`config.mk`:
```
export PLATFORM = sky130hd
export DESIGN_NAME = vt52_escape_parser
export DESIGN_NICKNAME = d
export VERILOG_FILES = /design/src/sv/vtp_pkg.sv /design/src/sv/vtp_cfg_regs.sv /design/src/sv/vtp_decoder.sv /design/src/sv/vtp_out_stage.sv /design/src/sv/vt52_escape_parser.sv
export SDC_FILE = /design/constraint.sdc
export NUM_CORES = 1
export LEC_CHECK = 0
export ABC_CLOCK_PERIOD_IN_PS = 11500
export BUFFER_PORTS_ARGS = -buffer_cell sky130_fd_sc_hd__clkbuf_2
export CAP_MARGIN = 20
export CORE_ASPECT_RATIO = 1.25
export CORE_MARGIN = 5
export CORE_UTILIZATION = 48
export DETAILED_ROUTE_END_ITERATION = 10
export PLACE_DENSITY = 0.8
export SLEW_MARGIN = 0
export SYNTH_ARGS = -nofsm -noshare
export SYNTH_HDL_FRONTEND = slang
export SYNTH_HIERARCHICAL = 1
export SYNTH_SLANG_ARGS = --single-unit
```
`constraint.sdc`:
```
create_clock -name clk_i -period 11.5 [get_ports clk_i]
set_input_delay 1.725 -clock clk_i [delete_from_list [all_inputs] [get_ports clk_i]]
set_output_delay 1.725 -clock clk_i [all_outputs]
set_load 0.05 [all_outputs]
```
`src/sv/vtp_pkg.sv`:
```
// Shared types, codes and the command letter table of the VT52 escape parser.
`default_nettype none
package vtp_pkg;

  localparam int unsigned CHAR_W   = 7;
  localparam int unsigned CMD_W    = 4;
  localparam int unsigned ROW_W    = 5;
  localparam int unsigned COL_W    = 7;
  localparam int unsigned KIND_W   = 3;
  localparam int unsigned IN_W     = 8;
  localparam int unsigned OUT_W    = 24;
  localparam int unsigned APB_AW   = 3;
  localparam int unsigned APB_DW   = 32;

  // Register indexes on the configuration port
  localparam logic REG_EXECUTE_CONTROLS = 1'b0;

  localparam logic [CHAR_W-1:0] CH_SPACE   = 7'h20;
  localparam logic [CHAR_W-1:0] CH_ESC     = 7'h1b;
  localparam logic [CHAR_W-1:0] CH_DEL     = 7'h7f;
  localparam logic [CHAR_W-1:0] CH_LT      = 7'h3c;  // '<'
  localparam logic [CHAR_W-1:0] CH_Z       = 7'h5a;  // 'Z'
  localparam logic [CHAR_W-1:0] CH_ROW_MAX = 7'h37;  // '7'
  localparam logic [CHAR_W-1:0] CH_COL_MAX = 7'h6f;  // 'o'
  localparam logic [CHAR_W-1:0] ADDR_BIAS  = 7'd31;

  typedef enum logic [KIND_W-1:0] {
    KIND_PRINT   = 3'd0,
    KIND_CTRL_EX = 3'd1,
    KIND_CTRL_DS = 3'd2,
    KIND_COMMAND = 3'd3,
    KIND_CURSOR  = 3'd4
  } kind_e;

  typedef enum logic [3:0] {
    ST_NORMAL = 4'b0001,
    ST_ESCAPE = 4'b0010,
    ST_ROW    = 4'b0100,
    ST_COLUMN = 4'b1000
  } parse_e;

  localparam logic [CMD_W-1:0] CMD_VT100     = 4'd0;
  localparam logic [CMD_W-1:0] CMD_ALT_KP    = 4'd1;
  localparam logic [CMD_W-1:0] CMD_NORM_KP   = 4'd2;
  localparam logic [CMD_W-1:0] CMD_UP        = 4'd3;
  localparam logic [CMD_W-1:0] CMD_DOWN      = 4'd4;
  localparam logic [CMD_W-1:0] CMD_RIGHT     = 4'd5;
  localparam logic [CMD_W-1:0] CMD_LEFT      = 4'd6;
  localparam logic [CMD_W-1:0] CMD_GFX_ON    = 4'd7;
  localparam logic [CMD_W-1:0] CMD_GFX_OFF   = 4'd8;
  localparam logic [CMD_W-1:0] CMD_HOME      = 4'd9;
  localparam logic [CMD_W-1:0] CMD_REV_LF    = 4'd10;
  localparam logic [CMD_W-1:0] CMD_ERASE_EOS = 4'd11;
  localparam logic [CMD_W-1:0] CMD_ERASE_EOL = 4'd12;
  localparam logic [CMD_W-1:0] CMD_IDENTIFY  = 4'd13;
  localparam logic [CMD_W-1:0] CMD_NOP       = 4'd14;
  localparam logic [CMD_W-1:0] CMD_ADDRESS   = 4'd15;

  typedef struct packed {
    kind_e             kind;
    logic [CHAR_W-1:0] char_code;
    logic [CMD_W-1:0]  command;
    logic [ROW_W-1:0]  row;
    logic [COL_W-1:0]  column;
  } result_t;

  // Command for each letter from '<' up, indexed by the offset from '<'
  function automatic logic [CMD_W-1:0] letter_cmd(input logic [4:0] idx);
    logic [CMD_W-1:0] cmd;
    case (idx)
      5'd0:    cmd = CMD_VT100;
      5'd1:    cmd = CMD_ALT_KP;
      5'd2:    cmd = CMD_NORM_KP;
      5'd5:    cmd = CMD_UP;
      5'd6:    cmd = CMD_DOWN;
      5'd7:    cmd = CMD_RIGHT;
      5'd8:    cmd = CMD_LEFT;
      5'd10:   cmd = CMD_GFX_ON;
      5'd11:   cmd = CMD_GFX_OFF;
      5'd12:   cmd = CMD_HOME;
      5'd13:   cmd = CMD_REV_LF;
      5'd14:   cmd = CMD_ERASE_EOS;
      5'd15:   cmd = CMD_ERASE_EOL;
      5'd29:   cmd = CMD_ADDRESS;
      5'd30:   cmd = CMD_IDENTIFY;
      default: cmd = CMD_NOP;
    endcase
    return cmd;
  endfunction

endpackage
`default_nettype wire

```
`src/sv/vtp_cfg_regs.sv`:
```
// APB register block holding the control character mode.
`default_nettype none
module vtp_cfg_regs import vtp_pkg::*; (
  input  wire logic              clk_i,
  input  wire logic              rst_ni,
  input  wire logic              psel,
  input  wire logic              penable,
  input  wire logic              pwrite,
  input  wire logic [APB_AW-1:0] paddr,
  input  wire logic [APB_DW-1:0] pwdata,
  output logic      [APB_DW-1:0] prdata,
  output logic                   pready,
  output logic                   execute_controls_o
);

  logic exec_q, exec_d;
  logic reg_idx;

  assign reg_idx = paddr[2];
  assign pready  = 1'b1;

  always_comb begin
    exec_d = exec_q;
    if (psel && penable && pwrite && (reg_idx == REG_EXECUTE_CONTROLS)) begin
      exec_d = pwdata[0];
    end
  end

  always_ff @(posedge clk_i or negedge rst_ni) begin
    if (!rst_ni) begin
      exec_q <= 1'b1;
    end else begin
      exec_q <= exec_d;
    end
  end

  always_comb begin
    prdata = '0;
    if (reg_idx == REG_EXECUTE_CONTROLS) begin
      prdata = {{(APB_DW-1){1'b0}}, exec_q};
    end
  end

  assign execute_controls_o = exec_q;

endmodule
`default_nettype wire

```
`src/sv/vtp_decoder.sv`:
```
// Parse state machine: classifies one character and tracks escape progress.
`default_nettype none
module vtp_decoder import vtp_pkg::*; (
  input  wire logic              clk_i,
  input  wire logic              rst_ni,
  input  wire logic [CHAR_W-1:0] char_i,
  input  wire logic              execute_controls_i,
  input  wire logic              advance_i,
  output logic                   emit_o,
  output result_t                result_o
);

  parse_e           state_q, state_d;
  logic [ROW_W-1:0] held_row_q, held_row_d;
  logic [CHAR_W-1:0] row_clamp, col_clamp, row_sum, letter_off;
  logic [CMD_W-1:0] cmd;

  assign row_clamp  = (char_i > CH_ROW_MAX) ? CH_ROW_MAX : char_i;
  assign col_clamp  = (char_i > CH_COL_MAX) ? CH_COL_MAX : char_i;
  assign row_sum    = row_clamp - ADDR_BIAS;
  assign letter_off = char_i - CH_LT;
  assign cmd        = letter_cmd(letter_off[4:0]);

  always_comb begin
    state_d    = state_q;
    held_row_d = held_row_q;
    emit_o     = 1'b0;
    result_o   = '{kind: KIND_PRINT, char_code: '0, command: '0, row: '0, column: '0};
    if (char_i < CH_SPACE) begin
      // Controls never disturb an escape; only an executed ESC in text starts one
      emit_o             = 1'b1;
      result_o.char_code = char_i;
      if (execute_controls_i) begin
        result_o.kind = KIND_CTRL_EX;
        if ((char_i == CH_ESC) && (state_q == ST_NORMAL)) begin
          state_d = ST_ESCAPE;
        end
      end else begin
        result_o.kind = KIND_CTRL_DS;
      end
    end else begin
      case (state_q)
        ST_NORMAL: begin
          emit_o             = (char_i != CH_DEL);
          result_o.char_code = char_i;
        end
        ST_ESCAPE: begin
          state_d = ST_NORMAL;
          if ((char_i >= CH_LT) && (char_i <= CH_Z)) begin
            if (cmd == CMD_ADDRESS) begin
              state_d = ST_ROW;
            end else begin
              emit_o           = 1'b1;
              result_o.kind    = KIND_COMMAND;
              result_o.command = cmd;
            end
          end
        end
        ST_ROW: begin
          held_row_d = row_sum[ROW_W-1:0];
          state_d    = ST_COLUMN;
        end
        ST_COLUMN: begin
          state_d         = ST_NORMAL;
          emit_o          = 1'b1;
          result_o.kind   = KIND_CURSOR;
          result_o.row    = held_row_q;
          result_o.column = col_clamp - ADDR_BIAS;
        end
        default: begin
          state_d = ST_NORMAL;
        end
      endcase
    end
  end

  always_ff @(posedge clk_i or negedge rst_ni) begin
    if (!rst_ni) begin
      state_q    <= ST_NORMAL;
      held_row_q <= '0;
    end else if (advance_i) begin
      state_q    <= state_d;
      held_row_q <= held_row_d;
    end
  end

endmodule
`default_nettype wire

```
`src/sv/vtp_out_stage.sv`:
```
// Result register on the master side, refilled in the cycle it is drained.
`default_nettype none
module vtp_out_stage import vtp_pkg::*; (
  input  wire logic               clk_i,
  input  wire logic               rst_ni,
  input  wire logic               load_i,
  input  wire result_t            result_i,
  output logic                    free_o,
  output logic                    m_axis_tvalid,
  input  wire logic               m_axis_tready,
  output logic      [OUT_W-1:0]   m_axis_tdata,   // char_code, command, row, column
  output logic      [KIND_W-1:0]  m_axis_tuser    // kind
);

  logic    valid_q, valid_d;
  result_t data_q;

  assign free_o = !valid_q || m_axis_tready;

  always_comb begin
    valid_d = valid_q;
    if (load_i) begin
      valid_d = 1'b1;
    end else if (m_axis_tready) begin
      valid_d = 1'b0;
    end
  end

  always_ff @(posedge clk_i or negedge rst_ni) begin
    if (!rst_ni) begin
      valid_q <= 1'b0;
    end else begin
      valid_q <= valid_d;
    end
  end

  always_ff @(posedge clk_i) begin
    if (load_i) begin
      data_q <= result_i;
    end
  end

  assign m_axis_tvalid = valid_q;
  assign m_axis_tuser  = data_q.kind;
  assign m_axis_tdata  = {{(OUT_W-CHAR_W-CMD_W-ROW_W-COL_W){1'b0}},
                          data_q.column, data_q.row, data_q.command, data_q.char_code};

endmodule
`default_nettype wire

```
`src/sv/vt52_escape_parser.sv`:
```
// VT52 escape parser: input register, combinational decoder, then result register.
// Throughput one byte per cycle; the input register refills while the result
// register drains, so only a stalled result register holds the input side.
// Bytes with no result (DEL, a non-command byte after ESC, 'Y', row bytes) never stall.
// Reset: parser in text state, held row zero, control characters executed.
`default_nettype none
module vt52_escape_parser import vtp_pkg::*; (
  input  wire logic               clk_i,
  input  wire logic               rst_ni,
  input  wire logic               s_axis_tvalid,
  output logic                    s_axis_tready,
  input  wire logic [IN_W-1:0]    s_axis_tdata,   // rx_byte
  output logic                    m_axis_tvalid,
  input  wire logic               m_axis_tready,
  output logic      [OUT_W-1:0]   m_axis_tdata,   // char_code, command, row, column
  output logic      [KIND_W-1:0]  m_axis_tuser,   // kind
  input  wire logic               psel,
  input  wire logic               penable,
  input  wire logic               pwrite,
  input  wire logic [APB_AW-1:0]  paddr,
  input  wire logic [APB_DW-1:0]  pwdata,
  output logic      [APB_DW-1:0]  prdata,
  output logic                    pready
);

  logic              in_valid_q, in_valid_d;
  logic [CHAR_W-1:0] in_char_q;
  logic              exec_ctrl;
  logic              emit, out_free, advance;
  result_t           result;

  vtp_cfg_regs u_cfg (
    .clk_i,
    .rst_ni,
    .psel,
    .penable,
    .pwrite,
    .paddr,
    .pwdata,
    .prdata,
    .pready,
    .execute_controls_o (exec_ctrl)
  );

  // Move the held byte on unless its result has nowhere to go
  assign advance       = in_valid_q && (!emit || out_free);
  assign s_axis_tready = !in_valid_q || advance;

  always_comb begin
    in_valid_d = in_valid_q;
    if (s_axis_tvalid && s_axis_tready) begin
      in_valid_d = 1'b1;
    end else if (advance) begin
      in_valid_d = 1'b0;
    end
  end

  always_ff @(posedge clk_i or negedge rst_ni) begin
    if (!rst_ni) begin
      in_valid_q <= 1'b0;
    end else begin
      in_valid_q <= in_valid_d;
    end
  end

  // Strip bit 7 on capture
  always_ff @(posedge clk_i) begin
    if (s_axis_tvalid && s_axis_tready) begin
      in_char_q <= s_axis_tdata[CHAR_W-1:0];
    end
  end

  vtp_decoder u_dec (
    .clk_i,
    .rst_ni,
    .char_i             (in_char_q),
    .execute_controls_i (exec_ctrl),
    .advance_i          (advance),
    .emit_o             (emit),
    .result_o           (result)
  );

  vtp_out_stage u_out (
    .clk_i,
    .rst_ni,
    .load_i   (advance && emit),
    .result_i (result),
    .free_o   (out_free),
    .m_axis_tvalid,
    .m_axis_tready,
    .m_axis_tdata,
    .m_axis_tuser
  );

endmodule
`default_nettype wire

```
## Word-level counts from Yosys, hierarchy flattened

Memory sizes are Yosys's and may differ from the RTL's.
Index checks and enable logic that the tools add are counted.

| storage, ports and cells | value |
|---|---|
| register bits | 45 |
| logic and storage cells | 78 |
| RAM bits | 0 |
| output and inout port bits | 62 |
| memories kept | 1 |
| ROM bits | 128 |
| latch bits | 0 |
| bits of input ports | 50 |

| cells by class | value |
|---|---|
| bitwise logic cells | 5 |
| reductions and logical operators | 20 |
| order comparisons | 5 |
| shift operators | 0 |
| multipliers | 0 |
| equality and inequality tests | 10 |
| add/sub/neg operators | 3 |
| mux-type cells | 23 |
| divide/modulo/power cells | 0 |

Memories:

| memory | words | bits a word | read ports | clocked after memory_dff | write ports | RTL line | source |
|---|---|---|---|---|---|---|---|
| (name not given) | 32 | 4 | 1 | 0 | 0 | vtp_pkg.sv:70 | `case (idx)` |

Operators with widths:

| operator | number |
|---|---|
| $mux 7 | 2 |
| $mux 4 | 3 |
| $pmux 4 s3 | 1 |
| $mux 10 | 1 |
| $sub 5x5->5 const B | 2 |
| $mux 3 | 3 |
| $eq 4x4->1 const B | 2 |
| $logic_and 1x1->1 | 8 |
| $mux 1 | 8 |
| $eq 7x5->1 const B | 1 |
| $ge 7x6->1 const B | 1 |
| $gt 7x6->1 const B | 1 |
| $gt 7x7->1 const B | 1 |
| $le 7x7->1 const B | 1 |
| $lt 7x6->1 const B | 1 |
| $ne 7x7->1 const B | 1 |
| $sub 7x5->7 const B | 1 |
| $pmux 3 s2 | 1 |
| $mux 5 | 1 |
| $not 1->1 | 5 |
| $eq 4x1->1 const B | 1 |
| $eq 4x2->1 const B | 1 |
| $eq 4x3->1 const B | 1 |
| $mux 2 | 2 |
| other kinds (10) | 16 |

## Longest topological paths before layout

Gate-level depths: netlist (run 1).
An unclocked memory read counts as a cell.

| depth | value |
|---|---|
| depth after elaboration | 13 |
| mapped depth | 16 |
| mapped depth without buffers | 13 |

## Cells and area by module

Netlist (run 1), hierarchy kept.

Modules (own cells, without submodules):

| module | sequential area each (um^2) | times used | cells each | area each (um^2) |
|---|---|---|---|---|
| vtp_decoder | 226.5 | 1 | 176 | 1267.5 |
| vtp_out_stage | 805.8 | 1 | 31 | 839.6 |
| vtp_cfg_regs | 26.3 | 1 | 38 | 302.8 |
| vt52_escape_parser | 235.2 | 1 | 14 | 289.0 |

## Worst setup path after synthesis (run 1)

No wires, ideal clock.

| timing path | value |
|---|---|
| kind | register -> output |
| start | reg in_char_q[2] |
| end | out s_axis_tready |
| setup slack | 7.209 ns |
| required time | 9.775 ns |
| stages on the path, launching flop included | 11 |
| arrival | 2.566 ns |
| path buffers | 3 |
| path through | edfxtp_1 > clkbuf_1 > buf_2 > inv_1 > ha_1 > buf_2 > nor2_1 > a221o_1 > o21ai_1 > a21oi_1 > nand3b_4 |

| on the way | value |
|---|---|
| cells in the longest elaborated chain, start to end | 11 |
| elaborated cells between the ends (all ways) | 16 |
| those cells by class | 1 x add/sub; 3 x order compare; 2 x eq/ne; 4 x mux; 5 x reduce/logical; 1 x memory |

Ends and longest elaborated chain:

| item | RTL line | source |
|---|---|---|
| from (decl) | vt52_escape_parser.sv:27 | `logic [CHAR_W-1:0] in_char_q;` |
| from (signal assigned) | vt52_escape_parser.sv:69 | `in_char_q <= s_axis_tdata[CHAR_W-1:0];` |
| $sub 5x5->5 | vtp_decoder.sv:21 | `assign letter_off = char_i - CH_LT;` |
| $mem_v2 32x4 | -- |  |
| $eq 4x4->1 | vtp_decoder.sv:50 | `if (cmd == CMD_ADDRESS) begin` |
| $mux 1 | vtp_decoder.sv:50 |  |
| $mux 1 | vtp_decoder.sv:49 | `if ((char_i >= CH_LT) && (char_i <= CH_Z)) begin` |
| $pmux 1 s3 | vtp_decoder.sv:42 | `case (state_q)` |
| $mux 1 * | vtp_decoder.sv:29 | `if (char_i < CH_SPACE) begin` |
| net emit | vt52_escape_parser.sv:29 | `logic emit, out_free, advance;` |
| $logic_not 1->1 * | vt52_escape_parser.sv:46 | `assign advance = in_valid_q && (!emit \|\| out_free);` |
| $logic_or 1x1->1 * | vt52_escape_parser.sv:46 |  |
| $logic_and 1x1->1 * | vt52_escape_parser.sv:46 |  |
| $logic_or 1x1->1 * | vt52_escape_parser.sv:47 | `assign s_axis_tready = !in_valid_q \|\| advance;` |
| to (decl) | vt52_escape_parser.sv:11 | `output logic s_axis_tready,` |

The timed path passes the listed nets; every way through them passes the cells marked *.

## Worst setup path in the final report (run 1)

Ends and elaborated chain as after synthesis.

==> flow_summary.toml, run 1 <==
[timing]
tns_ps = 0
slew_headroom = 0.578
period_share = 0.449
hold_viol = 0
maxSlewViolCount = 0
max_slew.worst_pin.slew_ps = 634
fin_crit_ps = 5160
fmax_mhz = 194
finClkSkew_ps = 5.19
grt_setup_unrepaired = "false"
finalSetupViolCount = 0

[synth]
yosys.area.top_type = "edfxtp_1"
synth_cells = 259
async_reset_ff_frac = 0.267
ys_ff_latch = 45
yosys_most_used_dff = "edfxtp_1"
syn_avg_cell_area_um2 = 10.4
synth-seq-area-share = 0.479
ys_types = 55
syn_area_um2 = 2700
synth-edff-count = 33
synth_area_leaders = "edfxtp_1 37%, dfrtp_1 9.3%, buf_4 9.2%"
synth_top_area_share = 0.367
yosysWarnings = 6

[layout]
seq_area_um2 = 1290
fill_cells = 497
layout.nets = 361
multiInputGateArea_um2 = 1210
drive_gt1_frac = 0.217
utilization = 0.537
synthToLayoutAreaGrowth_pct = 8.34
num_antenna_cells = 0

[worst_setup_path]
cp.buffers_inverters = 2
critPathMaxStageDelay_ps = 760
startpoint_type = "flop"
cp-endpoint = "s_axis_tready"
worstPathMaxFanout = 21
path_delay_family = "compound AO/OA/AOI/OAI gates"
crit_type = "reg2out"
r2r-start = "in_char_q[2]"
cp.required_ps = 9780
cp_common_cell = "a21oi_1"
slowest_stage = "edfxtp_1"
rr_worst_depth = 11
worstSetupStartpoint = "in_char_q[2]"
critical_path_depth = 9
arrival_ps = 3440
cp-end-kind = "output pin"
r2r_setup_slack_ps = 7050
r2r_end = "u_dec/held_row_q[1]"
cp_cell_sequence = "inv_1, ha_1, mux2i_1, a21oi_1, nand3_1, o21ai_1, a21oi_1, nand3b_4, clkbuf_2"

[global_route]
grt_pass1_wl_mm = 7.99
grt_overflow = 0
antenna_found_initial = 0
grt_usage = 0.138
grt_pass1_vias = 1747
grt_start_max_net_pins = 28

[cts]
cts_sinks = 45
cts_buffers = 5
cts.path.max_buffers = 2
hold_buffers = 0
post_cts_resized = 0
htreeDepth = 2
postCtsSetupRepairBufs = 0
insertion_delay_ps = 300
clkSlewWorstSetupHoldPaths_ps = 80
clock-root-buffer = "clkbuf_8"
cts_tree = "done"

[place]
place_congestion = 0.885
placement.io_buffers = 44
hpwl_mm = 3.69

[die]
ios = 112
start_util = 0.496
die_h_um = 93.8
die_w_um = 77.1
core_um2 = 5440
rows = 30
dieArea_um2 = 7230

[detailed_routing]
routedWlPerCell_um = 13.5
num_vias = 1852
drc = 0
firstDrtPassIters = 4
vias_per_cell = 5.10
first_iter_violations = 68
antenna_left = 0
wirelength_mm = 4.91

[power_and_ir_drop]
finalPower_uw = 558
power.density_nw_per_um2 = 191
ir_drop_uv = 85.5
leakagePower_nw = 1.33

[run]
drv_cap = 0

[outcome]
status = "completed"

[min_path]
hold_class = "reg2reg"
[registers in the layout, summed over array words and instances, names as in the netlist]
name and flops:
u_dec/state_q 4, u_dec/held_row_q 5, u_out/m_axis_tvalid 1, in_valid_q 1, u_out/m_axis_tuser 3, u_cfg/execute_controls_o 1
in_char_q 7, u_out/m_axis_tdata 23
[cell usage after synthesis (all sizes together), types with 5 or more instances]
library cell,count
clkbuf,7
ha,13
nand2,22
and3,5
inv,7
nor2b,5
and2,9
nand3,6
a21oi,13
nor2,20
nand2b,7
o21ai,11
buf,35
dfrtp,10
edfxtp,33
[worst min path at each step]
| stage | start | end | slack [ps] | depth (start not counted) |
|---|---|---|---|---|
| 2_1_floorplan | u_dec/held_row_q[3] | u_dec/held_row_q[3] | 440 | 1 |
| 3_3_place_gp | u_dec/held_row_q[4] | u_dec/held_row_q[4] | 450 | 1 |
| 3_5_place_dp | u_dec/held_row_q[2] | u_dec/held_row_q[2] | 460 | 2 |
| 4_1_cts | u_dec/held_row_q[2] | u_dec/held_row_q[2] | 480 | 2 |
| 5_1_grt | u_dec/held_row_q[4] | u_dec/held_row_q[4] | 510 | 1 |
| 6_report | u_dec/held_row_q[2] | u_dec/held_row_q[2] | 480 | 2 |
[metrics by stage]
step                hold slack [ps]  setup WS (ps)  cells  area [um2]
finish                          479           6340    363        2920
global route                    513           6070    363        2920
CTS                             482           6340    363        2920
detailed placement              463           6690    355        2830
global placement                453           6730    355        2830
floorplan                       441           7210    289        2810
[worst register-to-register path, delay by kind of cell (launching register included)]
family                   cells  cell delay [ps]
AO/OA/AOI/OAI                5             1390
multiplexers                 2              510
buffers and inverters        1              260
flip-flops                   1              760
AND/OR/NAND/NOR              2              810
adder cells (fa/ha/maj)      1              600
[cells by family after synthesis]
logic type                 count (synthesis)  share of synthesized area
and+or+nand+nor                           94                      0.197
muxes                                      5                     0.0199
buffers and inverters                     49                      0.115
other                                      3                    0.00417
xor gates and xnor gates                   6                     0.0195
DFF                                       45                      0.479
AOI/OAI and AO/OA                         44                      0.105
adders and majority gates                 13                     0.0603
[cell type report]
class / count / share of cell area
clock inverter: 2 / 0.00471
clock buffer: 6 / 0.0282
sequential: 45 / 0.442
tap: 64 / 0.0274
multi-input combinational: 195 / 0.413
timing repair buffer: 44 / 0.0753
inverter: 7 / 0.00899
[where the power goes]
part | internal (mW) | switching (mW) | total [mW] | leakage (nW)
registers | 0.215 | 0.0192 | 0.234 | 0.479
clock network | 0.0487 | 0.0520 | 0.101 | 0.0512
logic | 0.0485 | 0.174 | 0.223 | 0.800
total | 0.312 | 0.245 | 0.558 | 1.33
[per-layer routing]
metal / routed length, um / GRT usage
met5: 0 / 0
met4: 65 / 0.0430
met1: 2050 / 0.168
met2: 2410 / 0.237
met3: 383 / 0.0384
[placed cells by master (no fill, tap or decap), drive strengths merged, types with 4 or more instances in the layout]
cell type  netlist  routed
clkbuf           7      50
edfxtp          33      33
conb             3      33
nand2           22      22
nor2            20      20
a21oi           13      13
ha              13      13
o21ai           11      11
dfrtp           10      10
and2             9       9
inv              7       7
nand2b           7       7
nand3            6       6
nor2b            5       5
and3             5       5
a21o             4       4
nor3             4       4
o211ai           4       4
Power figures use the tool's default switching activity.
==> run 2, diff against run 1 <==
ABC_CLOCK_PERIOD_IN_PS = 5300   (was 11500)
clock period = 5.3 ns   (was 11.5 ns; I/O delays follow)
==> flow_summary.toml, run 2 (synthesized netlist as in run 1, its figures left out) <==
[outcome]
status = "completed"

[timing]
period_share = 0.780
hold_slack_ps = 374
max_slew.worst_pin.slew_ps = 601
hold_viol = 0
tns_ps = 0
fmax_mhz = 242
finalSetupViolCount = 0
grt_setup_unrepaired = "false"
finClkSkew_ps = 4.82
slew_headroom = 0.598
maxSlewViolCount = 0
fin_crit_ps = 4130

[die]
dieArea_um2 = 7230
start_util = 0.496
die_w_um = 77.1
rows = 30
die_h_um = 93.8
ios = 112
core_um2 = 5440

[detailed_routing]
routedWlPerCell_um = 13.7
wirelength_mm = 5.00
drc = 0
num_vias = 1864
antenna_left = 0
first_iter_violations = 106
vias_per_cell = 5.12
firstDrtPassIters = 4

[cts]
clock-root-buffer = "clkbuf_8"
insertion_delay_ps = 300
postCtsSetupRepairBufs = 0
cts.path.max_buffers = 2
cts_buffers = 5
htreeDepth = 2
post_cts_resized = 0
hold_buffers = 0
clkSlewWorstSetupHoldPaths_ps = 80
cts_tree = "done"
cts_sinks = 45

[run]
drv_cap = 0

[worst_setup_path]
r2r_end = "u_dec/held_row_q[1]"
cp.required_ps = 5480
crit_type = "reg2reg"
r2r-start = "in_char_q[2]"
rr_worst_depth = 12
arrival_ps = 4320
r2r_setup_slack_ps = 1170
startpoint_type = "flop"
cp-end-kind = "flop"
worstPathMaxFanout = 21

[power_and_ir_drop]
leakagePower_nw = 1.33
power.density_nw_per_um2 = 413
ir_drop_uv = 199
finalPower_mw = 1.21

[place]
placed_cells = 356
place_congestion = 0.883
placement.io_buffers = 44
hpwl_mm = 3.69

[layout]
largest_reg_flops = 23
synthToLayoutAreaGrowth_pct = 8.62
fin_cells = 364
layout.nets = 362
seq_area_um2 = 1290
layout_commonest_cell = "clkbuf_2"
num_antenna_cells = 0
fill_cells = 480
drive_gt1_frac = 0.220
multiInputGateArea_um2 = 1210
mostFrequentLayoutCells = "44 x clkbuf_2, 33 x edfxtp_1, 33 x conb_1, 21 x nand2_1, 20 x nor2_1"

[min_path]
hold_class = "in2async"

[global_route]
grt_pass1_wl_mm = 8.21
antenna_found_initial = 0
grt_start_max_net_pins = 28
grt_usage = 0.140
grt_overflow = 0
grt_pass1_vias = 1796
run 2: cell count changes in the layout (fill, tap and decap cells not counted):
cell / change
buf_4: +1
run 2: per-layer routing:
| metal | global-route usage | vias to the layer above | share of wire |
|---|---|---|---|
| li1 | - | 926 | - |
| met1 | 0.172 | 846 | 0.41 |
| met2 | 0.238 | 80 | 0.49 |
| met5 | 0 | - | 0 |
| met3 | 0.0365 | 12 | 0.078 |
| met4 | 0.0473 | 0 | 0.021 |
run 2: where the power goes:
part	switching (mW)	internal, mW
Sequential	0.0381	0.467
Clock	0.112	0.106
Combinational	0.383	0.106
run 2: worst max path at each step:
stage	cells after the start	start	slack, ps	to
6_report	12	in_char_q[2]	1170	u_dec/held_row_q[1]
3_5_place_dp	12	in_char_q[2]	1220	u_dec/held_row_q[1]
3_3_place_gp	12	in_char_q[2]	1300	u_dec/held_row_q[1]
4_1_cts	12	in_char_q[2]	1180	u_dec/held_row_q[1]
5_1_grt	12	in_char_q[2]	830	u_dec/held_row_q[1]
2_1_floorplan	14	in_char_q[2]	1420	u_dec/held_row_q[1]
run 2: critical path, cell delays in order (launching register included):
cell and delay (ps):
edfxtp_1 330, buf_4 230, inv_1 150, ha_1 560
mux2i_1 140, a21oi_1 210, nand3_1 120, o21ai_1 400
a21oi_1 230, a21boi_0 360, o21ai_0 240, or4_1 690
mux2_1 370
run 2: layout make-up:
class	count	share of cell area
flip-flops and latches	45	0.441
multi-input cells	195	0.412
repair buffers	45	0.0777
clock buffers	6	0.0282
well taps	64	0.0273
inverters	7	0.00896
clock inverters	2	0.00469
run 2: through the flow:
step | utilization | instance area (um2) | setup slack [ps]
after floorplan | - | 2810 | 1420
after global placement | 0.521 | 2840 | 1300
after detailed placement | 0.521 | 2840 | 1220
after CTS | 0.539 | 2930 | 1180
after global routing | 0.539 | 2930 | 827
final | 0.539 | 2930 | 1170
